===== config.mk =====
export PLATFORM = sky130hd
export DESIGN_NAME = epoch_seconds_to_utc_calendar_core_flat
export DESIGN_NICKNAME = d
export VERILOG_FILES = /design/src/hw/rtl/ecal_pkg.sv /design/src/hw/rtl/ecal_if.sv /design/src/hw/rtl/ecal_stage.sv /design/src/hw/rtl/epoch_seconds_to_utc_calendar_core.sv /design/src/flat_wrapper.sv
export SDC_FILE = /design/constraint.sdc
export NUM_CORES = 2
export LEC_CHECK = 0
export BUFFER_PORTS_ARGS = -buffer_cell sky130_fd_sc_hd__buf_4
export CAP_MARGIN = 15
export CORE_UTILIZATION = 55
export DETAILED_ROUTE_END_ITERATION = 8
export GPL_TIMING_DRIVEN = 0
export PLACE_DENSITY = 0.71
export SYNTH_ARGS = -nofsm -noshare
export SYNTH_HDL_FRONTEND = slang
export SYNTH_SLANG_ARGS = --single-unit

===== constraint.sdc =====
create_clock -name clk -period 14.1 [get_ports clk]
set_input_delay 0.705 -clock clk [delete_from_list [all_inputs] [get_ports clk]]
set_output_delay 0.705 -clock clk [all_outputs]
set_load 0.02 [all_outputs]

===== src/hw/rtl/ecal_pkg.sv =====
package ecal_pkg;

    localparam int unsigned NUM_STAGES = 13;

    localparam logic [35:0] SECS_BIAS = 36'd17179948800;
    localparam logic [19:0] CIVIL_BIAS = 20'd520626;
    localparam logic [18:0] WDAY_BIAS = 19'd4;

    localparam logic [29:0] M675 = 30'(((64'd1 << 39) / 675) + 1);
    localparam logic [19:0] M7 = 20'(((64'd1 << 22) / 7) + 1);
    localparam logic [17:0] M3600 = 18'(((64'd1 << 29) / 3600) + 1);
    localparam logic [12:0] M60 = 13'(((64'd1 << 18) / 60) + 1);
    localparam logic [20:0] M146097 = 21'(((64'd1 << 38) / 146097) + 1);
    localparam logic [18:0] M1460 = 19'(((64'd1 << 29) / 1460) + 1);
    localparam logic [18:0] M36524 = 19'(((64'd1 << 34) / 36524) + 1);
    localparam logic [18:0] M365 = 19'(((64'd1 << 27) / 365) + 1);
    localparam logic [9:0] M100 = 10'(((64'd1 << 16) / 100) + 1);
    localparam logic [11:0] M153 = 12'(((64'd1 << 19) / 153) + 1);
    localparam logic [11:0] M5 = 12'(((64'd1 << 14) / 5) + 1);

    typedef struct packed {
        logic [34:0] secs;
        logic [28:0] q;
        logic [6:0]  low7;
        logic [18:0] dayu;
        logic [16:0] rem;
        logic [19:0] z;
        logic [18:0] wsum;
        logic [2:0]  era;
        logic [16:0] w7;
        logic [17:0] doe;
        logic [11:0] r2;
        logic [6:0]  a;
        logic [2:0]  b;
        logic        c;
        logic [17:0] xv;
        logic [8:0]  yoe;
        logic [1:0]  y100;
        logic [8:0]  doy;
        logic [3:0]  mp;
        logic [8:0]  ylo;
        logic        janfeb;
        logic [11:0] year;
        logic [5:0]  second;
        logic [5:0]  minute;
        logic [4:0]  hour;
        logic [4:0]  day_of_month;
        logic [3:0]  month_index;
        logic [8:0]  years_since_1900;
        logic [2:0]  weekday;
        logic [8:0]  day_of_year;
        logic        out_of_range;
    } pipe_t;

    function automatic pipe_t stage_step(input int unsigned idx, input pipe_t d,
                                         input logic [13:0] first_year,
                                         input logic [13:0] last_year);
        pipe_t       r;
        logic [35:0] u;
        logic [58:0] p0;
        logic [9:0]  rq;
        logic [40:0] pe;
        logic [34:0] ph;
        logic [38:0] pw;
        logic [36:0] pa;
        logic [36:0] pb;
        logic [24:0] pm;
        logic [36:0] py;
        logic [18:0] pc;
        logic [10:0] v5;
        logic [22:0] pmp;
        logic [10:0] v153;
        logic [22:0] pd;
        logic        leap;
        logic        oor;
        r = d;
        case (idx)
            0:
            begin
                u = 36'($signed(d.secs)) + SECS_BIAS;
                r.q = u[35:7];
                r.low7 = u[6:0];
            end
            1:
            begin
                p0 = 59'(d.q) * 59'(M675);
                r.dayu = p0[57:39];
            end
            2:
            begin
                rq = 10'(d.q - 29'(d.dayu * 19'd675));
                r.rem = {rq, d.low7};
                r.z = 20'(d.dayu) + CIVIL_BIAS;
                r.wsum = d.dayu + WDAY_BIAS;
            end
            3:
            begin
                pe = 41'(d.z) * 41'(M146097);
                r.era = pe[40:38];
                ph = 35'(d.rem) * 35'(M3600);
                r.hour = ph[33:29];
                pw = 39'(d.wsum) * 39'(M7);
                r.w7 = pw[38:22];
            end
            4:
            begin
                r.doe = 18'(d.z - 20'(20'(d.era) * 20'd146097));
                r.r2 = 12'(d.rem - 17'(17'(d.hour) * 17'd3600));
                r.weekday = 3'(d.wsum - 19'(19'(d.w7) * 19'd7));
            end
            5:
            begin
                pa = 37'(d.doe) * 37'(M1460);
                r.a = pa[35:29];
                pb = 37'(d.doe) * 37'(M36524);
                r.b = pb[36:34];
                r.c = (d.doe == 18'd146096);
                pm = 25'(d.r2) * 25'(M60);
                r.minute = pm[23:18];
            end
            6:
            begin
                r.xv = d.doe - 18'(d.a) + 18'(d.b) - 18'(d.c);
                r.second = 6'(d.r2 - 12'(12'(d.minute) * 12'd60));
            end
            7:
            begin
                py = 37'(d.xv) * 37'(M365);
                r.yoe = py[35:27];
            end
            8:
            begin
                pc = 19'(d.yoe) * 19'(M100);
                r.y100 = pc[17:16];
            end
            9:
            begin
                r.doy = 9'(d.doe - 18'(18'(d.yoe) * 18'd365)
                        - 18'(d.yoe[8:2]) + 18'(d.y100));
            end
            10:
            begin
                v5 = 11'(11'(d.doy) * 11'd5) + 11'd2;
                pmp = 23'(v5) * 23'(M153);
                r.mp = pmp[22:19];
            end
            11:
            begin
                v153 = 11'(11'(d.mp) * 11'd153) + 11'd2;
                pd = 23'(v153) * 23'(M5);
                r.day_of_month = 5'(d.doy - 9'(pd[22:14]) + 9'd1);
                r.janfeb = (d.mp >= 4'd10);
                r.month_index = r.janfeb ? d.mp - 4'd10 : d.mp + 4'd2;
                r.ylo = d.yoe + 9'(r.janfeb);
                r.year = 12'(12'(d.era) * 12'd400) + 12'(r.ylo);
            end
            12:
            begin
                leap = (d.ylo[1:0] == 2'd0) && (d.ylo != 9'd100)
                       && (d.ylo != 9'd200) && (d.ylo != 9'd300);
                r.day_of_year = d.janfeb ? d.doy - 9'd306
                                         : d.doy + 9'd59 + 9'(leap);
                r.years_since_1900 = 9'(d.year - 12'd1900);
                oor = (14'(d.year) < first_year) || (14'(d.year) > last_year);
                r.out_of_range = oor;
                if (oor)
                begin
                    r.second = '0;
                    r.minute = '0;
                    r.hour = '0;
                    r.day_of_month = '0;
                    r.month_index = '0;
                    r.years_since_1900 = '0;
                    r.weekday = '0;
                    r.day_of_year = '0;
                end
            end
            default:
            begin
                r = d;
            end
        endcase
        return r;
    endfunction

endpackage


===== src/hw/rtl/ecal_if.sv =====
interface ecal_in_if;
    logic        valid;
    logic        ready;
    logic [34:0] epoch_seconds;

    modport source (output valid, output epoch_seconds, input ready);
    modport sink (input valid, input epoch_seconds, output ready);
endinterface

interface ecal_out_if;
    logic       valid;
    logic       ready;
    logic [5:0] second;
    logic [5:0] minute;
    logic [4:0] hour;
    logic [4:0] day_of_month;
    logic [3:0] month_index;
    logic [8:0] years_since_1900;
    logic [2:0] weekday;
    logic [8:0] day_of_year;
    logic       out_of_range;

    modport source (output valid, output second, output minute, output hour,
                    output day_of_month, output month_index, output years_since_1900,
                    output weekday, output day_of_year, output out_of_range,
                    input ready);
    modport sink (input valid, input second, input minute, input hour,
                  input day_of_month, input month_index, input years_since_1900,
                  input weekday, input day_of_year, input out_of_range,
                  output ready);
endinterface


===== src/hw/rtl/ecal_stage.sv =====
module ecal_stage (
    input  logic              clk,
    input  logic              rst_n,
    input  logic              up_valid,
    input  ecal_pkg::pipe_t   up_data,
    output logic              up_ready,
    output logic              valid,
    output ecal_pkg::pipe_t   data,
    input  logic              down_ready
);

    logic            valid_reg;
    ecal_pkg::pipe_t data_reg;

    assign up_ready = !valid_reg || down_ready;

    always_ff @(posedge clk or negedge rst_n)
    begin
        if (!rst_n)
        begin
            valid_reg <= 1'b0;
        end
        else if (up_ready)
        begin
            valid_reg <= up_valid;
        end
    end

    always_ff @(posedge clk)
    begin
        if (up_ready && up_valid)
        begin
            data_reg <= up_data;
        end
    end

    assign valid = valid_reg;
    assign data = data_reg;

endmodule


===== src/hw/rtl/epoch_seconds_to_utc_calendar_core.sv =====
// Converts a signed 35-bit count of seconds since 1970-01-01 00:00:00 UTC into the
// Gregorian UTC date and time in a 13-stage pipeline that accepts one item per cycle
// while cal.ready does not stall the output; the stage count is set by the
// date path, a chain of constant divisions (by 86400, the 400-year era, the 4- and
// 100-year corrections, 365, 100, 153 and 5), each done by reciprocal multiplication
// with its remainder or correction taken in the same or a later stage.
// Years outside FIRST_YEAR..LAST_YEAR set out_of_range and zero every other field.
module epoch_seconds_to_utc_calendar_core #(
    parameter int unsigned FIRST_YEAR = 1900,
    parameter int unsigned LAST_YEAR = 2399
) (
    input logic       clk,
    input logic       rst_n,
    ecal_in_if.sink   stamp,
    ecal_out_if.source cal
);

    localparam int unsigned N = ecal_pkg::NUM_STAGES;

    ecal_pkg::pipe_t in_data;
    ecal_pkg::pipe_t stage_in [N];
    ecal_pkg::pipe_t stage_q [N];
    logic            stage_valid [N];
    logic            stage_ready [N];
    logic            down_ready [N];

    always_comb
    begin
        in_data = '0;
        in_data.secs = stamp.epoch_seconds;
    end

    assign stamp.ready = stage_ready[0];

    for (genvar i = 0; i < N; i++)
    begin : g_stage
        if (i == 0)
        begin : g_first
            assign stage_in[i] = ecal_pkg::stage_step(i, in_data, 14'(FIRST_YEAR),
                                                      14'(LAST_YEAR));
        end
        else
        begin : g_rest
            assign stage_in[i] = ecal_pkg::stage_step(i, stage_q[i-1], 14'(FIRST_YEAR),
                                                      14'(LAST_YEAR));
        end
        if (i == N - 1)
        begin : g_last
            assign down_ready[i] = cal.ready;
        end
        else
        begin : g_mid
            assign down_ready[i] = stage_ready[i+1];
        end
        ecal_stage u_stage (
            .clk        (clk),
            .rst_n      (rst_n),
            .up_valid   ((i == 0) ? stamp.valid : stage_valid[(i == 0) ? 0 : i-1]),
            .up_data    (stage_in[i]),
            .up_ready   (stage_ready[i]),
            .valid      (stage_valid[i]),
            .data       (stage_q[i]),
            .down_ready (down_ready[i])
        );
    end

    assign cal.valid = stage_valid[N-1];
    assign cal.second = stage_q[N-1].second;
    assign cal.minute = stage_q[N-1].minute;
    assign cal.hour = stage_q[N-1].hour;
    assign cal.day_of_month = stage_q[N-1].day_of_month;
    assign cal.month_index = stage_q[N-1].month_index;
    assign cal.years_since_1900 = stage_q[N-1].years_since_1900;
    assign cal.weekday = stage_q[N-1].weekday;
    assign cal.day_of_year = stage_q[N-1].day_of_year;
    assign cal.out_of_range = stage_q[N-1].out_of_range;

    a_accept_enters: assert property (@(posedge clk) disable iff (!rst_n)
        stamp.valid && stamp.ready |=> stage_valid[0])
        else $error("accepted item did not enter the pipeline");

    a_oor_zero: assert property (@(posedge clk) disable iff (!rst_n)
        cal.valid && cal.out_of_range |-> cal.day_of_month == 5'd0
            && cal.years_since_1900 == 9'd0 && cal.weekday == 3'd0)
        else $error("out-of-range item carries nonzero fields");

    a_date_sane: assert property (@(posedge clk) disable iff (!rst_n)
        cal.valid && !cal.out_of_range |-> cal.day_of_month != 5'd0
            && cal.month_index <= 4'd11 && cal.weekday <= 3'd6
            && cal.day_of_year <= 9'd365)
        else $error("date fields out of range");

    a_time_sane: assert property (@(posedge clk) disable iff (!rst_n)
        cal.valid |-> cal.hour <= 5'd23 && cal.minute <= 6'd59 && cal.second <= 6'd59)
        else $error("time fields out of range");

endmodule


===== src/flat_wrapper.sv =====
// flat-port wrapper written by rule: the top's interface ports become plain ports
module epoch_seconds_to_utc_calendar_core_flat 
#(
    parameter int unsigned FIRST_YEAR = 1900,
    parameter int unsigned LAST_YEAR = 2399
)
  (clk, rst_n, stamp_valid, stamp_epoch_seconds, stamp_ready, cal_valid, cal_second, cal_minute, cal_hour, cal_day_of_month, cal_month_index, cal_years_since_1900, cal_weekday, cal_day_of_year, cal_out_of_range, cal_ready);
  ecal_in_if stamp_i ();
  ecal_out_if cal_i ();
  input logic clk;
  input logic rst_n;
  input wire logic [$bits(stamp_i.valid)-1:0] stamp_valid;
  input wire logic [$bits(stamp_i.epoch_seconds)-1:0] stamp_epoch_seconds;
  output wire logic [$bits(stamp_i.ready)-1:0] stamp_ready;
  output wire logic [$bits(cal_i.valid)-1:0] cal_valid;
  output wire logic [$bits(cal_i.second)-1:0] cal_second;
  output wire logic [$bits(cal_i.minute)-1:0] cal_minute;
  output wire logic [$bits(cal_i.hour)-1:0] cal_hour;
  output wire logic [$bits(cal_i.day_of_month)-1:0] cal_day_of_month;
  output wire logic [$bits(cal_i.month_index)-1:0] cal_month_index;
  output wire logic [$bits(cal_i.years_since_1900)-1:0] cal_years_since_1900;
  output wire logic [$bits(cal_i.weekday)-1:0] cal_weekday;
  output wire logic [$bits(cal_i.day_of_year)-1:0] cal_day_of_year;
  output wire logic [$bits(cal_i.out_of_range)-1:0] cal_out_of_range;
  input wire logic [$bits(cal_i.ready)-1:0] cal_ready;
  assign stamp_i.valid = stamp_valid;
  assign stamp_i.epoch_seconds = stamp_epoch_seconds;
  assign stamp_ready = stamp_i.ready;
  assign cal_valid = cal_i.valid;
  assign cal_second = cal_i.second;
  assign cal_minute = cal_i.minute;
  assign cal_hour = cal_i.hour;
  assign cal_day_of_month = cal_i.day_of_month;
  assign cal_month_index = cal_i.month_index;
  assign cal_years_since_1900 = cal_i.years_since_1900;
  assign cal_weekday = cal_i.weekday;
  assign cal_day_of_year = cal_i.day_of_year;
  assign cal_out_of_range = cal_i.out_of_range;
  assign cal_i.ready = cal_ready;
  epoch_seconds_to_utc_calendar_core #(.FIRST_YEAR(FIRST_YEAR), .LAST_YEAR(LAST_YEAR)) u_core (.clk(clk), .rst_n(rst_n), .stamp(stamp_i), .cal(cal_i));
endmodule

Word-level counts from Yosys, hierarchy flattened
Index checks and enable logic that the tools add are counted.
{"block": "totals", "regBits": 620, "inputBits": 39, "output_inout_bits": 50, "word_cells": 196}
{"block": "classes", "add_sub_neg": 26, "multipliers": 20, "order_cmp": 3, "n_eq_ne": 4, "mux": 2, "reduce_logical": 44}
{"cell": "multiplier 18 x 16 -> 33 bit, second input constant", "n": 2}
{"cell": "multiplier 29 x 29 -> 57 bit, second input constant", "n": 1}
{"cell": "multiplier 19 x 20 -> 39 bit, second input constant", "n": 1}
{"cell": "multiplier 20 x 19 -> 39 bit, second input constant", "n": 1}
{"cell": "multiplier 18 x 19 -> 37 bit, second input constant", "n": 1}
{"cell": "adder 36 x 35 -> 36 bit, second input constant", "n": 1}
{"cell": "multiplier 17 x 18 -> 34 bit, second input constant", "n": 1}
{"cell": "multiplier 11 x 12 -> 23 bit, second input constant", "n": 1}
{"cell": "multiplier 12 x 12 -> 23 bit, second input constant", "n": 1}
{"cell": "adder 11 x 2 -> 11 bit, second input constant", "n": 2}
{"cell": "adder 19 x 19 -> 20 bit, second input constant", "n": 1}
{"cell": "adder 19 x 3 -> 19 bit, second input constant", "n": 1}
{"cell": "multiplier 11 x 12 -> 19 bit, second input constant", "n": 1}
{"cell": "multiplier 19 x 10 -> 10 bit, second input constant", "n": 1}
{"cell": "adder 18 x 3 -> 18 bit", "n": 1}
{"cell": "adder 9 x 1 -> 9 bit", "n": 2}
{"cell": "== test 18 bit, second input constant", "n": 1}
{"cell": "multiplier 3 x 18 -> 18 bit, second input constant", "n": 1}
{"cell": "subtractor 18 x 1 -> 18 bit", "n": 1}
{"cell": "subtractor 18 bit", "n": 1}
{"cell": "subtractor 18 x 7 -> 18 bit", "n": 1}
{"cell": "subtractor 9 bit, second input constant", "n": 2}
{"cell": "multiplier 17 x 3 -> 3 bit, second input constant", "n": 1}
{"cell": "logical AND 1 bit", "n": 16}
{"cell": "other kinds (31)", "n": 56}

Longest topological paths before layout
{"block": "logic_depth", "ltp_word": 15, "ltp_mapped": 36, "depth_no_buf": 36}

Cells and area by module
Synthesis repeated with hierarchy kept, for this count alone.
{"block": "unflattened", "cells_unflattened": 9547, "hier_area_um2": 178376.1}
{"mod": "ecal_stage", "instances": 13, "cells_per_inst": 323, "area_per_inst_um2": 9633.0, "seq_area_each_um2": 9604.2}
{"mod": "epoch_seconds_to_utc_calendar_core", "instances": 1, "cells_per_inst": 5348, "area_per_inst_um2": 53147.2, "seq_area_each_um2": 0.0}

Worst setup path after synthesis
OpenSTA, ideal clock, no wires.
{"block": "synth_path", "path_kind": "register to register", "startpoint": "register u_core.g_stage[10].u_stage.data_reg (netlist bit u_core.g_stage[10].u_stage.data[71])", "endpoint": "register u_core.g_stage[11].u_stage.data_reg (netlist bit u_core.g_stage[11].u_stage.data[30]) (data pin)", "setup_time_ns": 0.270, "arrival_ns": 7.351, "t_required_ns": 13.830, "slack_ns": 6.480, "path_stages_with_launch": 34, "path_buffers": 0, "period_less_slack_ns": 7.620, "path_cell_list": "edfxtp_1 ha_1 inv_1 ha_1 nand3_1 a21oi_1 o21a_1 o21ai_0 o21bai_1 a21oi_1 xnor2_1 ha_1 fa_1 inv_1 fa_1 inv_1 fa_1 fa_1 ha_1 a21o_1 a211o_1 nor3_1 o21ai_0 a31oi_1 nor2b_1 o21a_1 or2_2 ha_1 ha_1 a21o_1 a21oi_1 xnor2_1 a21oi_1 a31oi_1"}
{"element": "start, declared", "line_no": "ecal_stage.sv:13", "source": "ecal_pkg::pipe_t data_reg;"}
{"element": "start signal, assigned", "line_no": "ecal_stage.sv:33", "source": "data_reg <= up_data;"}
{"element": "end signal, assigned", "line_no": "ecal_stage.sv:33"}
{"element": "end, declared", "line_no": "ecal_stage.sv:13"}

==> summary.txt <==
Routing
  • 1st-pass router iterations: 7
  • DR DRC count: 0
  • DR WL/cell: 17.6 µm
  • Routed wire length: 136000 µm
  • Total number of vias: 40600
  • ANT nets after route: 0
  • Initial DRC count: 1733
  • Via density: 5.26

CTS
  • Clk slew on worst S/H paths: 0.06 ns
  • Depth of the CTS H-tree: 3
  • CTS tree: built
  • Clock latency on the worst-skew pair: 0.67 ns
  • CTS buffer count: 67
  • Clk buf depth: 3
  • Clock sinks: 600
  • Post-CTS Resized: 0
  • Root buf cell: clkbuf_16

Worst setup path
  • Startpoint class of the critical path: register
  • CP endpoint kind: register
  • CP max stage cell: fa_1
  • Crit path top cell by count: ha_1
  • Worst Reg-to-Reg Cells: 32
  • WP depth: 32
  • Data required time of the critical path: 14.50 ns
  • CP top delay family: adder cells
  • Critical Path Fanout Max: 8
  • Worst reg2reg setup slack: 5.70 ns
  • Slowest stage delay, CP: 0.51 ns
  • Crit path DAT: 8.80 ns
  • Worst path buffer plus inverter count: 4
  • Setup CP Type: reg2reg

Yosys
  • Number of flops mapped to enable cells by yosys: 587
  • Synth Warn #: 0
  • Mapped Cells: 5856
  • Top post-synthesis cells by count: ha_1, inv_1, fa_1
  • Post-synthesis cell type count: 64
  • Syn nets: 8416
  • Largest area contributor in the netlist: ha_1
  • Flops & latches, synth: 600
  • Syn Area/Cell: 12.0 µm²
  • Synth Cell Area: 0.0701 mm²
  • Most common cell in the netlist: ha_1
  • Post-synth top area share: 28.6%
  • Asr flop ratio synth: 2.17%
  • Seq/Total Area, Yosys: 25.6%
  • Top cells by area, synth: ha_1, fa_1, edfxtp_1
  • Dominant synthesized flop cell: edfxtp_1

Cells and area
  • P&R area growth vs syn: 7.70%
  • Nets@finish: 8589
  • Share of cells above drive strength 1: 3.87%
  • Max reg flops: 587

Place
  • Post-DP HPWL: 112000 µm
  • Final GP Congestion: 0.905
  • Port Buf Inserts: 88

Timing
  • Actual slew at the worst max-slew pin: 1.15 ns
  • Max Slew Vio Count: 0
  • Max Fclk: 119 MHz
  • Final min period: 8.40 ns
  • Tcrit/Tclk final: 59.6%
  • Post-Route Skew: 0.0625 ns
  • Final setup viols: 0
  • Max transition margin: 23.3%
  • RSZ-0062 raised after global routing: false
  • Final hold violation count: 0
  • Final TNS setup: 0 ns

Floorplan
  • Die width: 359 µm
  • Die height: 359 µm
  • I/O pin count: 89
  • DIE AREA: 0.129 mm²
  • Initial Utilization: 55.6%
  • Num rows: 130
  • CORE AREA: 0.126 mm²

Global route
  • Vias in the first global route: 43900
  • Global-route usage over all layers: 22.1%
  • Largest net degree at the start of global routing: 44
  • Grt ovf: 0
  • Initial antenna violation count: 2
  • First-pass GRT wire length: 225000 µm

Status
  • Run status: finished, final reports clean

Flow run
  • MaxCap Viol Count: 0

Worst hold path
  • Worst Hold Class: in2reg
  • Worst Hold Depth: 1
==> path summary, 6_finish.rpt <==
path,from,to
worst max-delay path,u_core.g_stage[10].u_stage.data[72]$_DFFE_PP_,u_core.g_stage[11].u_stage.data[30]$_DFFE_PP_
worst min-delay path,stamp_epoch_seconds[0],u_core.g_stage[0].u_stage.data[248]$_DFFE_PP_
worst max register to register,u_core.g_stage[10].u_stage.data[72]$_DFFE_PP_,u_core.g_stage[11].u_stage.data[30]$_DFFE_PP_
worst min register to register,u_core.g_stage[5].u_stage.data[12]$_DFFE_PP_,u_core.g_stage[6].u_stage.data[12]$_DFFE_PP_
max in group asynchronous,rst_n,u_core.g_stage[1].u_stage.valid$_DFFE_PN0P_
min in group asynchronous,rst_n,u_core.g_stage[9].u_stage.valid$_DFFE_PN0P_
==> per-layer routing <==
layer | global-route usage, % | vias up | share of wire [%]
met3 | 3.34 | 170 | 4.1
met2 | 37.2 | 662 | 48
met1 | 30.0 | 20300 | 46
met4 | 5.07 | 2 | 2.1
li1 | - | 19500 | -
met5 | 0 | - | 0.0081
==> worst register-to-register path, delay by kind of cell, from the launching register on <==
kind | cells | cell delay [ns]
xor gates and xnor gates | 2 | 0.22
buffers and inverters | 4 | 0.62
DFF | 1 | 0.40
AOI/OAI and AO/OA | 13 | 2.51
and+or+nand+nor | 3 | 0.53
adders and majority gates | 10 | 3.85
==> timing repair <==
item                      in CTS  in global routing
hold buffers                   1                  0
setup buffers                  0                  0
hold endpoints to repair      13                  0
==> placed cells by master, fill, tap and decap left out, types with 8 or more instances in the layout <==
cell type	n
a2111oi_0	10
a211oi_1	11
a21o_1	75
a21oi_1	142
a31oi_1	15
and2_1	13
and2_2	10
and3_1	17
and4_1	9
buf_12	11
buf_4	88
bufinv_16	8
clkbuf_1	26
clkbuf_16	67
clkinv_1	10
dfrtp_1	13
edfxtp_1	587
fa_1	920
ha_1	1601
inv_1	1463
nand2_1	81
nand2b_1	34
nand3_1	51
nand4_1	28
nor2_1	117
nor2b_1	65
nor3_1	34
nor4_1	8
o211ai_1	8
o21a_1	29
o21ai_0	82
o21bai_1	25
or2_2	14
or3_1	11
xnor2_1	211
xor2_1	74
==> through the flow <==
step | instances | hold WS [ns] | instance area, µm² | setup WS (ns) | utilization (%)
floorplan | 5856 | 0.400 | 70100 | 6.48 | -
global placement | 7594 | 0.401 | 72800 | 5.90 | 57.8
detailed placement | 7607 | 0.405 | 73200 | 5.74 | 58.0
CTS | 7726 | 0.175 | 75500 | 5.71 | 59.9
global route | 7728 | 0.198 | 75500 | 5.18 | 59.9
finish | 7730 | 0.219 | 75500 | 5.70 | 59.9
==> cells by family (layout without fill, tap and decap cells) <==
family / after synthesis / count (layout) / synth area share [%]
mux: 3 / 3 / 0.0446
buf+inv: 1478 / 1700 / 7.91
fa+ha+maj: 2521 / 2521 / 54.8
compound gates: 463 / 463 / 4.33
simple gates: 506 / 506 / 3.72
xor+xnor: 285 / 285 / 3.56
other cells: 0 / 2 / 0
flops: 600 / 600 / 25.6
==> layout make-up <==
class	instances	area (µm²)
diodes	2	5.00
inverters	1463	5490
well taps	1650	2060
flip-flops and latches	600	18000
plain buffers	15	56.3
fillers	9961	50500
clock inverters	35	538
multi-input cells	3778	46700
clock buffers	83	1760
repair buffers	104	1000
Power is left out: the tool's default activity adds up to more than one toggle a clock period on the data nets, which glitch-free logic cannot reach.
